===== src/sv/crcgen_pkg.sv =====
// Shared types, constants and the remainder update of the CRC codeword generator.
// Depends on nothing.
package crcgen_pkg;

    localparam int REM_W      = 16;
    localparam int TAIL_CNT_W = 5;
    localparam int Q_DEPTH    = 2;
    localparam int Q_PTR_W    = (Q_DEPTH > 1) ? $clog2(Q_DEPTH) : 1;
    localparam int Q_CNT_W    = $clog2(Q_DEPTH + 1);

    localparam logic [1:0] SEL_CRC12 = 2'd0;
    localparam logic [1:0] SEL_CRC16 = 2'd1;

    localparam logic [REM_W-1:0] CRC12_POLY = 16'h080F;
    localparam logic [REM_W-1:0] CRC16_POLY = 16'h8005;
    localparam logic [REM_W-1:0] CCITT_POLY = 16'h1021;
    localparam logic [REM_W-1:0] CRC12_MASK = 16'h0FFF;

    localparam logic [TAIL_CNT_W-1:0] CRC12_W = 5'd12;
    localparam logic [TAIL_CNT_W-1:0] CRC16_W = 5'd16;

    typedef struct packed {
        logic             data_bit;
        logic             last;
        logic             wide;
        logic [REM_W-1:0] rem;
    } crc_item_t;

    typedef struct packed {
        logic empty;
        logic full;
    } crc_q_status_t;

    function automatic logic [REM_W-1:0] crc_step(
        input logic [REM_W-1:0] rem,
        input logic [1:0]       sel,
        input logic             din
    );
        logic [REM_W-1:0] r;
        logic             fb;
        priority if (sel == SEL_CRC12)
        begin
            fb = rem[11] ^ din;
            r  = {rem[REM_W-2:0], 1'b0} & CRC12_MASK;
            if (fb)
            begin
                r = r ^ CRC12_POLY;
            end
        end
        else if (sel == SEL_CRC16)
        begin
            fb = rem[REM_W-1] ^ din;
            r  = {rem[REM_W-2:0], 1'b0};
            if (fb)
            begin
                r = r ^ CRC16_POLY;
            end
        end
        else
        begin
            fb = rem[REM_W-1] ^ din;
            r  = {rem[REM_W-2:0], 1'b0};
            if (fb)
            begin
                r = r ^ CCITT_POLY;
            end
        end
        return r;
    endfunction

endpackage


===== src/sv/crcgen_front.sv =====
// Front end: accepts message bits, keeps the running remainder and the generator choice.
// Depends on crcgen_pkg.
module crcgen_front (
    input  logic                   clk,
    input  logic                   rst_n,
    input  logic                   push,
    input  logic                   data_bit,
    input  logic                   last_in,
    input  logic                   cfg_wr_en,
    input  logic [1:0]             cfg_wr_data,
    input  crcgen_pkg::crc_q_status_t q_status,
    output logic                   full,
    output logic                   q_push,
    output crcgen_pkg::crc_item_t  q_item
);

    logic [1:0]                   poly_sel_reg;
    logic [crcgen_pkg::REM_W-1:0] rem_reg;
    logic [crcgen_pkg::REM_W-1:0] rem_step;
    logic [crcgen_pkg::REM_W-1:0] rem_next;

    assign full     = q_status.full;
    assign q_push   = push && !q_status.full;
    assign rem_step = crcgen_pkg::crc_step(rem_reg, poly_sel_reg, data_bit);
    assign rem_next = last_in ? '0 : rem_step;

    assign q_item.data_bit = data_bit;
    assign q_item.last     = last_in;
    assign q_item.wide     = (poly_sel_reg != crcgen_pkg::SEL_CRC12);
    assign q_item.rem      = rem_step;

    always_ff @(posedge clk or negedge rst_n)
    begin
        if (!rst_n)
        begin
            poly_sel_reg <= crcgen_pkg::SEL_CRC12;
            rem_reg      <= '0;
        end
        else
        begin
            if (cfg_wr_en)
            begin
                poly_sel_reg <= cfg_wr_data;
            end
            if (q_push)
            begin
                rem_reg <= rem_next;
            end
        end
    end

endmodule


===== src/sv/crcgen_fifo.sv =====
// Short item queue between the front end and the serialiser.
// Depends on crcgen_pkg.
module crcgen_fifo (
    input  logic                      clk,
    input  logic                      rst_n,
    input  logic                      wr_en,
    input  crcgen_pkg::crc_item_t     wr_item,
    input  logic                      rd_en,
    output crcgen_pkg::crc_item_t     rd_item,
    output crcgen_pkg::crc_q_status_t status
);

    crcgen_pkg::crc_item_t              mem [crcgen_pkg::Q_DEPTH];
    logic [crcgen_pkg::Q_PTR_W-1:0]     wr_ptr_reg;
    logic [crcgen_pkg::Q_PTR_W-1:0]     rd_ptr_reg;
    logic [crcgen_pkg::Q_CNT_W-1:0]     count_reg;
    logic [crcgen_pkg::Q_CNT_W-1:0]     count_next;
    logic                               do_wr;
    logic                               do_rd;

    localparam logic [crcgen_pkg::Q_PTR_W-1:0] PtrLast =
        crcgen_pkg::Q_PTR_W'(crcgen_pkg::Q_DEPTH - 1);
    localparam logic [crcgen_pkg::Q_CNT_W-1:0] CntFull =
        crcgen_pkg::Q_CNT_W'(crcgen_pkg::Q_DEPTH);

    assign status.empty = (count_reg == '0);
    assign status.full  = (count_reg == CntFull);
    assign do_wr        = wr_en && !status.full;
    assign do_rd        = rd_en && !status.empty;
    assign rd_item      = mem[rd_ptr_reg];

    always_comb
    begin
        count_next = count_reg;
        if (do_wr && !do_rd)
        begin
            count_next = count_reg + 1'b1;
        end
        else if (do_rd && !do_wr)
        begin
            count_next = count_reg - 1'b1;
        end
    end

    always_ff @(posedge clk)
    begin
        if (do_wr)
        begin
            mem[wr_ptr_reg] <= wr_item;
        end
    end

    always_ff @(posedge clk or negedge rst_n)
    begin
        if (!rst_n)
        begin
            wr_ptr_reg <= '0;
            rd_ptr_reg <= '0;
            count_reg  <= '0;
        end
        else
        begin
            count_reg <= count_next;
            if (do_wr)
            begin
                wr_ptr_reg <= (wr_ptr_reg == PtrLast) ? '0 : wr_ptr_reg + 1'b1;
            end
            if (do_rd)
            begin
                rd_ptr_reg <= (rd_ptr_reg == PtrLast) ? '0 : rd_ptr_reg + 1'b1;
            end
        end
    end

endmodule


===== src/sv/crcgen_back.sv =====
// Back end: echoes each queued bit and shifts out the remainder tail into an output register.
// Depends on crcgen_pkg.
module crcgen_back (
    input  logic                      clk,
    input  logic                      rst_n,
    input  crcgen_pkg::crc_q_status_t q_status,
    input  crcgen_pkg::crc_item_t     q_item,
    output logic                      q_pop,
    input  logic                      pop,
    output logic                      empty,
    output logic                      code_bit,
    output logic                      last_out
);

    logic                              out_valid_reg;
    logic                              out_valid_next;
    logic                              out_bit_reg;
    logic                              out_bit_next;
    logic                              out_last_reg;
    logic                              out_last_next;
    logic [crcgen_pkg::TAIL_CNT_W-1:0] tail_cnt_reg;
    logic [crcgen_pkg::TAIL_CNT_W-1:0] tail_cnt_next;
    logic [crcgen_pkg::REM_W-1:0]      tail_sr_reg;
    logic [crcgen_pkg::REM_W-1:0]      tail_sr_next;
    logic                              out_free;

    assign empty    = !out_valid_reg;
    assign code_bit = out_bit_reg;
    assign last_out = out_last_reg;
    assign out_free = !out_valid_reg || pop;

    always_comb
    begin
        out_valid_next = out_valid_reg;
        out_bit_next   = out_bit_reg;
        out_last_next  = out_last_reg;
        tail_cnt_next  = tail_cnt_reg;
        tail_sr_next   = tail_sr_reg;
        q_pop          = 1'b0;
        if (out_free)
        begin
            priority if (tail_cnt_reg != '0)
            begin
                out_valid_next = 1'b1;
                out_bit_next   = tail_sr_reg[crcgen_pkg::REM_W-1];
                out_last_next  = (tail_cnt_reg == crcgen_pkg::TAIL_CNT_W'(1));
                tail_sr_next   = {tail_sr_reg[crcgen_pkg::REM_W-2:0], 1'b0};
                tail_cnt_next  = tail_cnt_reg - 1'b1;
            end
            else if (!q_status.empty)
            begin
                q_pop          = 1'b1;
                out_valid_next = 1'b1;
                out_bit_next   = q_item.data_bit;
                out_last_next  = 1'b0;
                if (q_item.last)
                begin
                    tail_sr_next  = q_item.wide ? q_item.rem : {q_item.rem[11:0], 4'b0000};
                    tail_cnt_next = q_item.wide ? crcgen_pkg::CRC16_W : crcgen_pkg::CRC12_W;
                end
            end
            else
            begin
                out_valid_next = 1'b0;
            end
        end
    end

    always_ff @(posedge clk)
    begin
        out_bit_reg  <= out_bit_next;
        out_last_reg <= out_last_next;
        tail_sr_reg  <= tail_sr_next;
    end

    always_ff @(posedge clk or negedge rst_n)
    begin
        if (!rst_n)
        begin
            out_valid_reg <= 1'b0;
            tail_cnt_reg  <= '0;
        end
        else
        begin
            out_valid_reg <= out_valid_next;
            tail_cnt_reg  <= tail_cnt_next;
        end
    end

endmodule


===== src/sv/selectable_crc_codeword_generator_unit.sv =====
// Top level of the selectable bit-serial CRC codeword generator.
// Depends on crcgen_pkg, crcgen_front, crcgen_fifo and crcgen_back.
//
// Input channel: push/full with data_bit and last_in, one message bit per item,
// most significant first. Output channel: empty/pop with code_bit and last_out.
// Each message bit is echoed; after the bit marked last the block appends the
// 12 or 16 remainder bits (most significant first) and raises last_out on the
// final one. cfg_wr_en/cfg_wr_data pick the generator: 0 CRC-12, 1 CRC-16,
// 2 or 3 CRC-CCITT; write only while the block is idle.
// An accepted item is written into the queue and then moved into the output register.
// Throughput: one bit per cycle while the output is popped every cycle; after the
// last bit of a message the serialiser shifts out the remainder one bit per cycle
// and takes no new item meanwhile, so the two-entry queue in front of it can fill
// and assert full until the tail drains.
// Reset clears the remainder, the queue and the output register and selects CRC-12.
// When pop is low the waiting result holds; the queue fills and full rises.
module selectable_crc_codeword_generator_unit (
    input  logic       clk,
    input  logic       rst_n,
    input  logic       push,
    output logic       full,
    input  logic       data_bit,
    input  logic       last_in,
    output logic       empty,
    input  logic       pop,
    output logic       code_bit,
    output logic       last_out,
    input  logic       cfg_wr_en,
    input  logic [1:0] cfg_wr_data
);

    crcgen_pkg::crc_q_status_t q_status;
    crcgen_pkg::crc_item_t     q_wr_item;
    crcgen_pkg::crc_item_t     q_rd_item;
    logic                      q_push;
    logic                      q_pop;

    crcgen_front u_front (
        .clk         (clk),
        .rst_n       (rst_n),
        .push        (push),
        .data_bit    (data_bit),
        .last_in     (last_in),
        .cfg_wr_en   (cfg_wr_en),
        .cfg_wr_data (cfg_wr_data),
        .q_status    (q_status),
        .full        (full),
        .q_push      (q_push),
        .q_item      (q_wr_item)
    );

    crcgen_fifo u_fifo (
        .clk     (clk),
        .rst_n   (rst_n),
        .wr_en   (q_push),
        .wr_item (q_wr_item),
        .rd_en   (q_pop),
        .rd_item (q_rd_item),
        .status  (q_status)
    );

    crcgen_back u_back (
        .clk      (clk),
        .rst_n    (rst_n),
        .q_status (q_status),
        .q_item   (q_rd_item),
        .q_pop    (q_pop),
        .pop      (pop),
        .empty    (empty),
        .code_bit (code_bit),
        .last_out (last_out)
    );

endmodule


===== config.mk =====
export PLATFORM = sky130hd
export DESIGN_NAME = selectable_crc_codeword_generator_unit
export DESIGN_NICKNAME = d
export VERILOG_FILES = /design/src/sv/crcgen_pkg.sv /design/src/sv/crcgen_front.sv /design/src/sv/crcgen_fifo.sv /design/src/sv/crcgen_back.sv /design/src/sv/selectable_crc_codeword_generator_unit.sv
export SDC_FILE = /design/constraint.sdc
export NUM_CORES = 1
export LEC_CHECK = 0
export ABC_AREA = 1
export BUFFER_PORTS_ARGS = -buffer_cell sky130_fd_sc_hd__buf_4
export CORE_MARGIN = 2
export CORE_UTILIZATION = 40
export CTS_CLUSTER_DIAMETER = 40
export DETAILED_ROUTE_END_ITERATION = 8
export PLACE_DENSITY = 0.66
export SETUP_SLACK_MARGIN = 0.5
export SYNTH_ARGS = -nofsm -noshare
export SYNTH_HDL_FRONTEND = slang
export SYNTH_SLANG_ARGS = --single-unit
export TNS_END_PERCENT = 10

===== constraint.sdc =====
create_clock -name clk -period 2.8 [get_ports clk]
set_input_delay 0.56 -clock clk [delete_from_list [all_inputs] [get_ports clk]]
set_output_delay 0.56 -clock clk [all_outputs]
set_load 0.02 [all_outputs]

# After elaboration in Yosys (flattened, before gate mapping)
# Memory sizes are Yosys's and may differ from the RTL's.
# Index checks and enable logic that the tools add are counted.
word_totals:
  ramBits: 38
  register_bits: 46
  n_memories: 1
  output_inout_bits: 4
memory_table:
  columns: ["memory", "words", "width", "read_ports", "rd_clocked_by_memory_dff", "wr", "line", "rtl"]
  rows:
  - ["u_fifo.mem", 2, 19, 1, 0, 1, "crcgen_fifo.sv:13", "crcgen_pkg::crc_item_t mem [crcgen_pkg::Q_DEPTH];"]
classes:
  reduce_logical: 19
  n_addsub: 5
  n_mux: 28
  bitwise: 5
  n_eq_ne: 4
op_table:
  columns: ["op", "count"]
  rows:
  - ["2-to-1 mux 16 bit", 8]
  - ["2-to-1 mux 5 bit", 4]
  - ["2-to-1 mux 13 bit", 1]
  - ["2-to-1 mux 1 bit", 12]
  - ["2-to-1 mux 12 bit", 1]
  - ["NOT 3 bit", 2]
  - ["nonzero test 2 bit", 3]
  - ["equality test 5 x 1 -> 1 bit, second input constant", 1]
  - ["logical AND 1 bit", 5]
  - ["zero test 1 bit", 5]
  - ["NOT 5 bit", 1]
  - ["nonzero test 5 bit", 1]
  - ["subtractor 5 x 1 -> 5 bit, second input constant", 1]
  - ["zero test 2 bit", 2]
  - ["2-to-1 mux 2 bit", 2]
  - ["AND reduction 3 bit", 1]
  - ["adder 1 bit, second input constant", 2]
  - ["adder 2 x 1 -> 2 bit, second input constant", 1]
  - ["equality test 2 x 1 -> 1 bit, second input constant", 1]
  - ["equality test 2 bit, second input constant", 1]
  - ["inequality test 2 bit, second input constant", 1]
  - ["AND reduction 2 bit", 1]
  - ["subtractor 2 x 1 -> 2 bit, second input constant", 1]
  - ["XOR 1 bit", 2]
  - ["logical OR 1 bit", 1]

# Logic depth before layout (Yosys ltp)
# Gate-level depths: netlist of the first run.
depth:
  depth_word: 8
  ltp_mapped: 10
  ltp_nobuf: 9

# Hierarchy
# A second synthesis of the first run with hierarchy kept.
hier_totals:
  cells_unflattened: 402
  area_unflattened_um2: 3915.0
modules_own_cells:
  columns: ["mod", "cells_each", "seq_area_each_um2", "instances", "area_per_inst_um2"]
  rows:
  - ["crcgen_fifo", 131, 1241.2, 1, 1609.0]
  - ["crcgen_back", 145, 690.7, 1, 1295.0]
  - ["crcgen_front", 126, 450.4, 1, 1011.0]

# Worst setup path after synthesis of the first run
# Ideal clock, no wire load.
synth_path:
  path_type: "input -> register"
  from: "in push"
  to: "mem u_fifo.mem[1][0] (netlist name), enable pin"
  path_stages: 2
  path_slack_ps: 870
  t_arrival_ps: 1534
  required_time_ps: 2404
  setup_ps: 396
  path_buffers: 0
  path_cell_list: "nand2_2 nor2_1"
synth_between:
  elab_chain_len: 4
synth_lines:
  columns: ["element", "line", "rtl"]
  rows:
  - ["from (decl)", "selectable_crc_codeword_generator_unit.sv:20", "input logic push,"]
  - ["logical AND 1 bit", "crcgen_front.sv:23", "assign q_push = push && !q_status.full;"]
  - ["logical AND 1 bit", "crcgen_fifo.sv:28", "assign do_wr = wr_en && !status.full;"]
  - ["2-to-1 mux 1 bit", "crcgen_fifo.sv:47", "if (do_wr)"]
  - ["2-to-1 mux 1 bit (implied by the code)", "crcgen_fifo.sv:49", "mem[wr_ptr_reg] <= wr_item;"]
  - ["to (decl)", "crcgen_fifo.sv:13", null]
# Every way passes these cells.

# Final worst setup path of the first run
layout_path:
  from: "reg u_back.tail_cnt_reg[0] (netlist name)"
  to: "reg u_fifo.count_reg[1] (netlist name)"
layout_between:
  elab_chain_len: 7
  word_cells_on_any_way: 9
  cone_classes: "mux (3); reduce/logical (6)"
layout_lines:
  columns: ["element", "line", "rtl"]
  rows:
  - ["from (decl)", "crcgen_back.sv:21", "logic [crcgen_pkg::TAIL_CNT_W-1:0] tail_cnt_reg;"]
  - ["from (signal assigned)", "crcgen_back.sv:86", "tail_cnt_reg <= tail_cnt_next;"]
  - ["nonzero test 5 bit *", "crcgen_back.sv:42", "priority if (tail_cnt_reg != '0)"]
  - ["2-to-1 mux 1 bit *", "crcgen_back.sv:42", null]
  - ["2-to-1 mux 1 bit *", "crcgen_back.sv:40", "if (out_free)"]
  - ["logical AND 1 bit *", "crcgen_fifo.sv:29", "assign do_rd = rd_en && !status.empty;"]
  - ["zero test 1 bit", "crcgen_fifo.sv:35", "if (do_wr && !do_rd)"]
  - ["logical AND 1 bit", "crcgen_fifo.sv:35", null]
  - ["2-to-1 mux 2 bit or nonzero test 2 bit (tied branches)", null, null]
  - ["to (signal assigned)", "crcgen_fifo.sv:63", "count_reg <= count_next;"]
  - ["to (decl)", "crcgen_fifo.sv:16", "logic [crcgen_pkg::Q_CNT_W-1:0] count_reg;"]
# Every way passes the cells marked *; elsewhere a longest branch is shown, timed or not.
# A chain may end at the register's enable or synchronous reset.

==> results of run 1 <==
metrics by stage:
step	total power [mW]	std cells
after global routing	4.64	501
after detailed placement	3.49	485
after CTS	4.35	501
after global placement	3.45	485
after floorplan	3.11	365
final	4.31	501
power by group:
part	switching, mW	leakage (nW)	total [mW]	internal (mW)
clock network	0.390	0.101	0.851	0.461
logic	0.927	0.814	1.40	0.471
registers	0.180	0.900	2.06	1.88
total	1.50	1.81	4.31	2.81
final timing paths:
| kind | slack, ps | to | depth (start not counted) |
|---|---|---|---|
| max in group asynchronous | 2390 | u_front.rem_reg[3] | 1 |
| hold reg to reg | 480 | u_fifo.mem[1][4] | 0 |
| min in group clk | 430 | u_front.poly_sel_reg[0] | 2 |
| setup / recovery | 890 | u_fifo.count_reg[1] | 9 |
| hold / removal | 130 | u_back.tail_cnt_reg[3] | 1 |
| setup reg to reg | 890 | u_fifo.count_reg[1] | 9 |
critical path, cell delays in order (launching register included):
cell and delay [ps]:
dfrtp_1 410, inv_1 120, ha_1 220, nand3_2 120
nor3_2 200, inv_1 70, ha_1 300, a21oi_1 110
o21ai_0 110, xnor2_1 130
per-layer routing:
layer  vias up  track usage, %  wire, um
li1       1231               -         -
met1      1162            19.6      3140
met2        32            22.1      3110
met3         9            3.55       174
met4         0            6.43       129
met5         -               0         0
kinds of logic (layout without fill, tap and decap cells):
| group | Yosys count | in the layout | synth area share (%) |
|---|---|---|---|
| buffers and inverters | 48 | 73 | 5.39 |
| AND/OR/NAND/NOR | 189 | 189 | 22.0 |
| flip-flops | 84 | 84 | 64.1 |
| multiplexers | 1 | 1 | 0.303 |
| adder cells (fa/ha/maj) | 4 | 4 | 1.35 |
| AO/OA/AOI/OAI | 35 | 35 | 5.93 |
| XOR/XNOR | 4 | 4 | 0.943 |
final cells by class:
| type | instances | area, um2 |
|---|---|---|
| fill | 863 | 4980 |
| sequential | 84 | 2380 |
| multi-input combinational | 233 | 1130 |
| clock buffer | 14 | 163 |
| inverter | 41 | 154 |
| tap | 111 | 139 |
| timing repair buffer | 16 | 120 |
| clock inverter | 2 | 35.0 |
cell usage in the layout, fill, tap and decap left out, drive strengths merged, types with 7 or more instances in the layout:
cell	Yosys	routed
buf	6	16
o21ai	20	20
o22ai	7	7
nor2	19	19
clkbuf	1	14
nand3	20	20
edfxtp	56	56
nand2	139	139
inv	41	41
dfrtp	28	28
==> results.json, run 1 <==
{
  "status": "finished, final reports clean",
  "wl_per_cell_um": 13.1,
  "synth_cell_types": 30,
  "slew_viol_final": 0,
  "synth.top_cell.area_share_pct": 45.3,
  "synthCells": 365,
  "cts_num_sinks": 84,
  "antenna_left": 0,
  "path_clk_slew_ps": 80,
  "clk_latency_ps": 340,
  "place_congestion": 0.856,
  "setup.worst_path.end_class": "register",
  "areaGrowthSynthToFinish_pct": 11.0,
  "holdWs_ps": 129,
  "p_per_area_nw_per_um2": 1040,
  "ys_async_sr_fraction_pct": 33.3,
  "rsz0062_at_grt": "false",
  "yosysMostFrequentCell": "nand2_1",
  "largest_reg_flops": 38,
  "syn_avg_cell_area_um2": 10.2,
  "drive_gt1_share_pct": 13.6,
  "skew_ps": 5.54,
  "drt-total-wl_um": 6550,
  "hpwl_um": 4690,
  "place_area_um2": 3930,
  "finalHoldViolCount": 0,
  "nNetsFinal": 398,
  "min_path_type": "primary input to async pin",
  "start_util_pct": 40.8,
  "grtUsageTotal_pct": 14.4,
  "drt_iter0_markers": 154,
  "diodes": 0,
  "hold_buffers": 0,
  "synthFlopType": "edfxtp_1",
  "cts_root_buf": "clkbuf_8",
  "final.min_clock_period_ps": 1910,
  "netlist_area_um2": 3720,
  "worstSetupStartpointType": "register",
  "tightest_slew_ps": 492,
  "die_w_um": 100,
  "cts_max_level": 3,
  "preCtsSetupSlack_ps": 893,
  "rr_startpoint": "u_back.tail_cnt_reg[0]",
  "cp-startpoint": "u_back.tail_cnt_reg[0]",
  "die-area_um2": 10100,
  "ir_drop_v": 0.000459,
  "cts_resized": 0,
  "num_io_pins": 13,
  "netlist_top_cells_area": "edfxtp_1, dfrtp_1, nand2_1",
  "path_class": "register to register",
  "synth_seq_cells": 84,
  "cts_tree": "built",
  "synth_common_cells": "nand2_1, edfxtp_1, inv_1",
  "first_global_vias": 2344,
  "port_buffers": 12,
  "cts_setup_buffers": 0,
  "ys_warn_count": 0,
  "worstPathArrival_ps": 2140,
  "max_cap_violations": 0,
  "power.leakage_nw": 1.81,
  "synth_seq_area_share_pct": 64.1,
  "relSlewSlack_pct": 66.9,
  "finalCritPeriodShare_pct": 68.3,
  "worst_ep_required_time_ps": 3030,
  "grt_pass1_wl_um": 11100,
  "max_freq_mhz": 523,
  "cts_made_buffers": 9,
  "fin_tns_setup_ps": 0,
  "crit_path_max_fanout": 4,
  "grt_max_degree": 29,
  "setup_viol": 0,
  "post_drt_via_cell_ratio": 4.86,
  "max-clock-path-buffers": 2,
  "synth_nets": 378,
  "synth_edf_count": 56,
  "synth_top_cell_by_area": "edfxtp_1",
  "fp-row-count": 35,
  "vias": 2434,
  "die_h_um": 100,
  "core_area_um2": 9110,
  "postLayoutSetupSlackWorst_ps": 887,
  "antenna_found_initial": 0,
  "dr.pass1.iters": 4,
  "drc": 0,
  "grt.overflow.total": 0,
  "fin_area_um2": 4130,
  "finalCoreUtilization_pct": 45.3
}
(Power assumes the default switching activity.)
==> run 2, diff against run 1 <==
==> constraint.sdc (replaced) <==
create_clock -name clk -period 1.8 [get_ports clk]
set_input_delay 0.36 -clock clk [delete_from_list [all_inputs] [get_ports clk]]
set_output_delay 0.36 -clock clk [all_outputs]
set_load 0.02 [all_outputs]
==> run 2 against run 1 <==
Net effect: non-clock buffer count rose by 26; utilization up 3.7 points; first-iteration DRC count fell by 37%; global-route usage increased by 1.1 points; via count increased by 4.1%; design area is 8.2% higher; clock skew is 6.5 ps higher; clock-buffer cell count fell by 2; die area stayed put.
==> results.json, run 2 (synthesis results as in run 1) <==
{
  "crit_path_max_fanout": 11,
  "core_area_um2": 9110,
  "topRoutingLayerUsed": "met4",
  "max_freq_mhz": 619,
  "met3_length_um": 228,
  "final_cell_mix": "nand2_1, edfxtp_1, buf_4, inv_1, dfrtp_1",
  "min_path_type": "primary input to register",
  "grt.overflow.total": 0,
  "diodes": 0,
  "areaGrowthSynthToFinish_pct": 20.1,
  "rsz0062_at_grt": "true",
  "die_w_um": 100,
  "drc": 0,
  "ir_drop_v": 0.000767,
  "fin_tns_setup_ps": 0,
  "grt_pass1_wl_um": 12000,
  "drt_iter0_markers": 97,
  "path_clk_slew_ps": 80,
  "finalHoldViolCount": 0,
  "power.leakage_nw": 1.97,
  "p_per_area_nw_per_um2": 1650,
  "grt_max_degree": 29,
  "vias": 2533,
  "tightest_slew_ps": 460,
  "drt-total-wl_um": 7200,
  "max-clock-path-buffers": 2,
  "antenna_left": 0,
  "met2_length_um": 3690,
  "worstSetupStartpointType": "register",
  "cts_tree": "built",
  "dr.pass1.iters": 4,
  "finalCritPeriodShare_pct": 89.8,
  "finalCoreUtilization_pct": 49.0,
  "grtUsageTotal_pct": 15.5,
  "largest_reg_flops": 38,
  "placedCellCount": 491,
  "cts_num_sinks": 84,
  "hpwl_um": 4840,
  "die_h_um": 100,
  "final.min_clock_period_ps": 1620,
  "max_cap_violations": 0,
  "cp-startpoint": "u_back.tail_cnt_reg[1]",
  "p_total_mw": 7.35,
  "m1WireLength_um": 3180,
  "fp-row-count": 35,
  "setup.worst_path.end_class": "register",
  "relSlewSlack_pct": 69.0,
  "slew_viol_final": 0,
  "cts_made_buffers": 9,
  "num_io_pins": 13,
  "skew_ps": 12.0,
  "rr_startpoint": "u_back.tail_cnt_reg[1]",
  "post_drt_via_cell_ratio": 4.80,
  "final_common_cell": "nand2_1",
  "port_buffers": 12,
  "worstPathArrival_ps": 1850,
  "status": "finished, final reports clean",
  "instances_no_fill": 528,
  "cts_max_level": 3,
  "hold_path_startpoint": "cfg_wr_en",
  "die-area_um2": 10100,
  "start_util_pct": 40.8,
  "wl_per_cell_um": 13.6,
  "setup_viol": 0,
  "worst_ep_required_time_ps": 2030,
  "drive_gt1_share_pct": 23.5,
  "first_global_vias": 2507,
  "cts_root_buf": "clkbuf_8",
  "nNetsFinal": 425,
  "antenna_found_initial": 0,
  "place_congestion": 0.837,
  "clk_latency_ps": 340,
  "path_class": "register to register"
}
[run 2: worst max-delay path, stage by stage, from the launching register on]
cell and delay, ps:
dfrtp_1 400, inv_2 80, ha_4 140, nand3_4 100, buf_6 160, nand2_2 70, nand2_2 80, bufbuf_16 280
nand2_1 100, nand2_1 70
[run 2: metal layers]
metal	vias to the layer above	track usage, %
met5	-	0
met4	0	5.58
met3	8	3.90
met2	44	25.3
met1	1190	20.1
li1	1291	-
[run 2: through the flow]
step	instance area (um2)	setup slack [ps]	hold slack (ps)
after floorplan	3760	126	64.4
after global placement	4050	145	311
after detailed placement	4050	84.0	304
after CTS	4360	134	216
after global routing	4460	113	217
final	4460	184	233
[run 2: report_power, final]
group / switching [mW] / internal, mW / leakage [nW]
Combinational: 1.69 / 1.20 / 0.978
Clock: 0.639 / 0.608 / 0.0982
Sequential: 0.299 / 2.92 / 0.898
[run 2: layout make-up]
cell class,instances,area (um2)
clock buffer,12,165
sequential,84,2380
fill,829,4640
inverter,41,159
multi-input combinational,234,1220
timing repair buffer,42,375
clock inverter,4,22.5
tap,111,139
[run 2: worst paths after layout]
kind                                                end  slack (ps)  depth (start not counted)
worst max register to register   u_back.tail_cnt_reg[3]         180                          9
worst min-delay path            u_front.poly_sel_reg[0]         230                          2
worst max-delay path             u_back.tail_cnt_reg[3]         180                          9
min in group asynchronous        u_back.tail_cnt_reg[1]         470                          2
max in group asynchronous             u_fifo.rd_ptr_reg        1040                          2
worst min register to register        u_fifo.mem[1][10]         480                          0
[run 2: repair_timing]
item                                    in CTS  in global routing
gates cloned                                 2                  0
hold buffers                                 1                  0
endpoints found under the setup margin      92                114
buffers inserted                             7                 11
resized for setup                            8                 12
pin swaps                                    5                  7
endpoints found under the hold margin       28                  0
==> run 3, diff against run 2 <==
--- a/config.mk
+++ b/config.mk
@@ -8,10 +8,10 @@
 export ABC_AREA = 1
 export BUFFER_PORTS_ARGS = -buffer_cell sky130_fd_sc_hd__buf_4
 export CORE_MARGIN = 2
-export CORE_UTILIZATION = 40
+export CORE_UTILIZATION = 48
 export CTS_CLUSTER_DIAMETER = 40
 export DETAILED_ROUTE_END_ITERATION = 8
-export PLACE_DENSITY = 0.66
+export PLACE_DENSITY = 0.75
 export SETUP_SLACK_MARGIN = 0.5
 export SYNTH_ARGS = -nofsm -noshare
 export SYNTH_HDL_FRONTEND = slang
==> run 3 against run 2 <==
Net effect: sequential share of layout area shrank 0.97 points; design area increased by 1.9%; total power grew 7.2%; largest power group unchanged; worst hold slack worse by 16 ps; highest routed layer unchanged; clock skew decreased by 4.8 ps; sequential power rose by 2%; die area is 16% lower; clock-buffer cell count decreased by 1; non-clock buffer count rose by 3; critical path type unchanged; via count rose by 6.9%.
==> results.json, run 3 (synthesis results as in run 1) <==
{
  "max_cap_violations": 0,
  "diodes": 0,
  "place_congestion": 0.851,
  "finalHoldViolCount": 0,
  "hpwl_um": 5010,
  "p_comb_share_pct": 38.5,
  "wl_per_cell_um": 15.0,
  "worstSetupStartpointType": "register",
  "path_clk_slew_ps": 80,
  "final_common_cell": "nand2_1",
  "ir_drop_v": 0.000881,
  "worst-path-buf-inv": 4,
  "dr.pass1.iters": 5,
  "reg2reg_depth": 9,
  "vias": 2709,
  "power_switching_mw": 2.80,
  "hold-path-endpoint": "u_front.poly_sel_reg[0]",
  "fin_tns_setup_ps": 0,
  "power_frac_seq_pct": 41.5,
  "skew_ps": 7.16,
  "holdWs_ps": 216,
  "rr_startpoint": "u_back.tail_cnt_reg[1]",
  "drt_iter0_markers": 171,
  "start_util_pct": 48.8,
  "cts_max_level": 3,
  "setup_viol": 0,
  "final.min_clock_period_ps": 1630,
  "cts_made_buffers": 9,
  "max_freq_mhz": 614,
  "finalCritPeriodShare_pct": 90.5,
  "fp-row-count": 32,
  "p_int_mw": 5.08,
  "hold_path_depth": 2,
  "rsz0062_at_grt": "true",
  "rr_endpoint": "u_back.tail_sr_reg[13]",
  "largest_reg_flops": 38,
  "areaGrowthSynthToFinish_pct": 22.4,
  "min_path_type": "primary input to register",
  "clk_latency_ps": 360,
  "path_class": "register to register",
  "nNetsFinal": 428,
  "p_per_area_nw_per_um2": 1730,
  "slew_viol_final": 0,
  "port_buffers": 12,
  "worst_ep_required_time_ps": 2010,
  "drc": 0,
  "status": "finished, final reports clean",
  "num_io_pins": 13,
  "pwr-share-clk_pct": 20.0,
  "slowest_delay_ps": 420,
  "cts_root_buf": "clkbuf_8",
  "final_cell_mix": "nand2_1, edfxtp_1, buf_4, inv_1, dfrtp_1",
  "grt.overflow.total": 0,
  "die_w_um": 92.0,
  "die_h_um": 92.0,
  "crit_chain": "inv_2, ha_4, buf_4, buf_6, nand2_4, nor2_4, nand2_4, buf_6, o211ai_1",
  "swShare_pct": 35.5,
  "antenna_found_initial": 0,
  "cts_num_sinks": 84,
  "max-clock-path-buffers": 2,
  "grt_max_degree": 29,
  "hold_path_startpoint": "cfg_wr_en",
  "tightest_slew_ps": 672,
  "crit_path_max_fanout": 5,
  "cp_top_family": "buffers and inverters",
  "cts_tree": "built",
  "core_area_um2": 7610,
  "setup.worst_path.end_class": "register",
  "drive_gt1_share_pct": 25.0,
  "slowest_stage": "dfrtp_1",
  "worstPathArrival_ps": 1830,
  "first_global_vias": 2707,
  "power.leakage_nw": 2.01,
  "r2r_setup_slack_ps": 170,
  "post_drt_via_cell_ratio": 5.19,
  "grtUsageTotal_pct": 20.3,
  "grt_pass1_wl_um": 13100,
  "drt-total-wl_um": 7840,
  "die-area_um2": 8460,
  "relSlewSlack_pct": 54.7,
  "antenna_left": 0
}
-- run 3: changes by cell type in the layout (fill, tap and decap cells not counted), sizes merged --
cell / previous run / this run
buf: 40 / 44
bufbuf: 1 / 0
bufinv: 0 / 3
clkbuf: 12 / 11
clkinv: 3 / 2
clkinvlp: 1 / 0
-- run 3: metrics by stage --
step           setup WS, ps  instances  area (um2)  util (%)  total power, mW
2_1_floorplan           126        365        3760         -             4.92
3_3_place_gp            167        480        4020      52.8             5.53
5_1_grt                 108        522        4550      59.8             8.36
6_report                171        522        4550      59.8             7.89
3_5_place_dp           86.2        480        4020      52.8             5.67
4_1_cts                 122        518        4490      59.1             7.71
-- run 3: layout make-up --
type                    instances  area [um2]
clock buffers                  11         131
clock inverters                 5         100
fillers                       598        3060
inverters                      41         161
multi-input cells             234        1240
flip-flops and latches         84        2390
well taps                     102         128
repair buffers                 45         400
-- run 3: metal layers --
| layer | up-vias | routed length (um) | global-route usage [%] |
|---|---|---|---|
| li1 | 1295 | - | - |
| met1 | 1285 | 3300 | 25.3 |
| met2 | 102 | 3870 | 33.5 |
| met3 | 27 | 369 | 4.77 |
| met4 | 0 | 302 | 9.58 |
| met5 | - | 0 | 0 |
-- run 3: power groups by stage --
stage	combinational, mW	clock, mW	sequential [mW]
2_1_floorplan	1.73	0	3.18
3_3_place_gp	2.30	0	3.22
3_5_place_dp	2.40	0	3.27
4_1_cts	2.87	1.59	3.25
5_1_grt	3.34	1.68	3.35
6_report	3.04	1.58	3.27
-- run 3: worst reg2reg max path: stages (launching register included) --
cell,delay (ps)
dfrtp_1,420
inv_2,100
ha_4,150
buf_4,110
buf_6,100
nand2_4,50
nor2_4,160
nand2_4,110
buf_6,130
o211ai_1,140
-- run 3: timing repair --
action,CTS,global route
pin swaps,6,7
resized for setup,25,10
hold buffers,1,0
hold endpoints to repair,28,0
cloned,1,0
setup buffers,20,4
setup endpoints to repair,87,115
-- run 3: how the worst max path moves through the flow --
stage	from	to	cells past startpoint
2_1_floorplan	u_back.tail_cnt_reg[0]	u_fifo.count_reg[1]	10
3_3_place_gp	u_back.tail_cnt_reg[0]	u_fifo.count_reg[1]	9
3_5_place_dp	u_fifo.rd_ptr_reg	u_back.tail_sr_reg[9]	4
4_1_cts	u_back.tail_cnt_reg[0]	u_fifo.count_reg[1]	9
5_1_grt	u_back.tail_cnt_reg[0]	u_fifo.count_reg[1]	9
6_report	u_back.tail_cnt_reg[1]	u_back.tail_sr_reg[13]	9
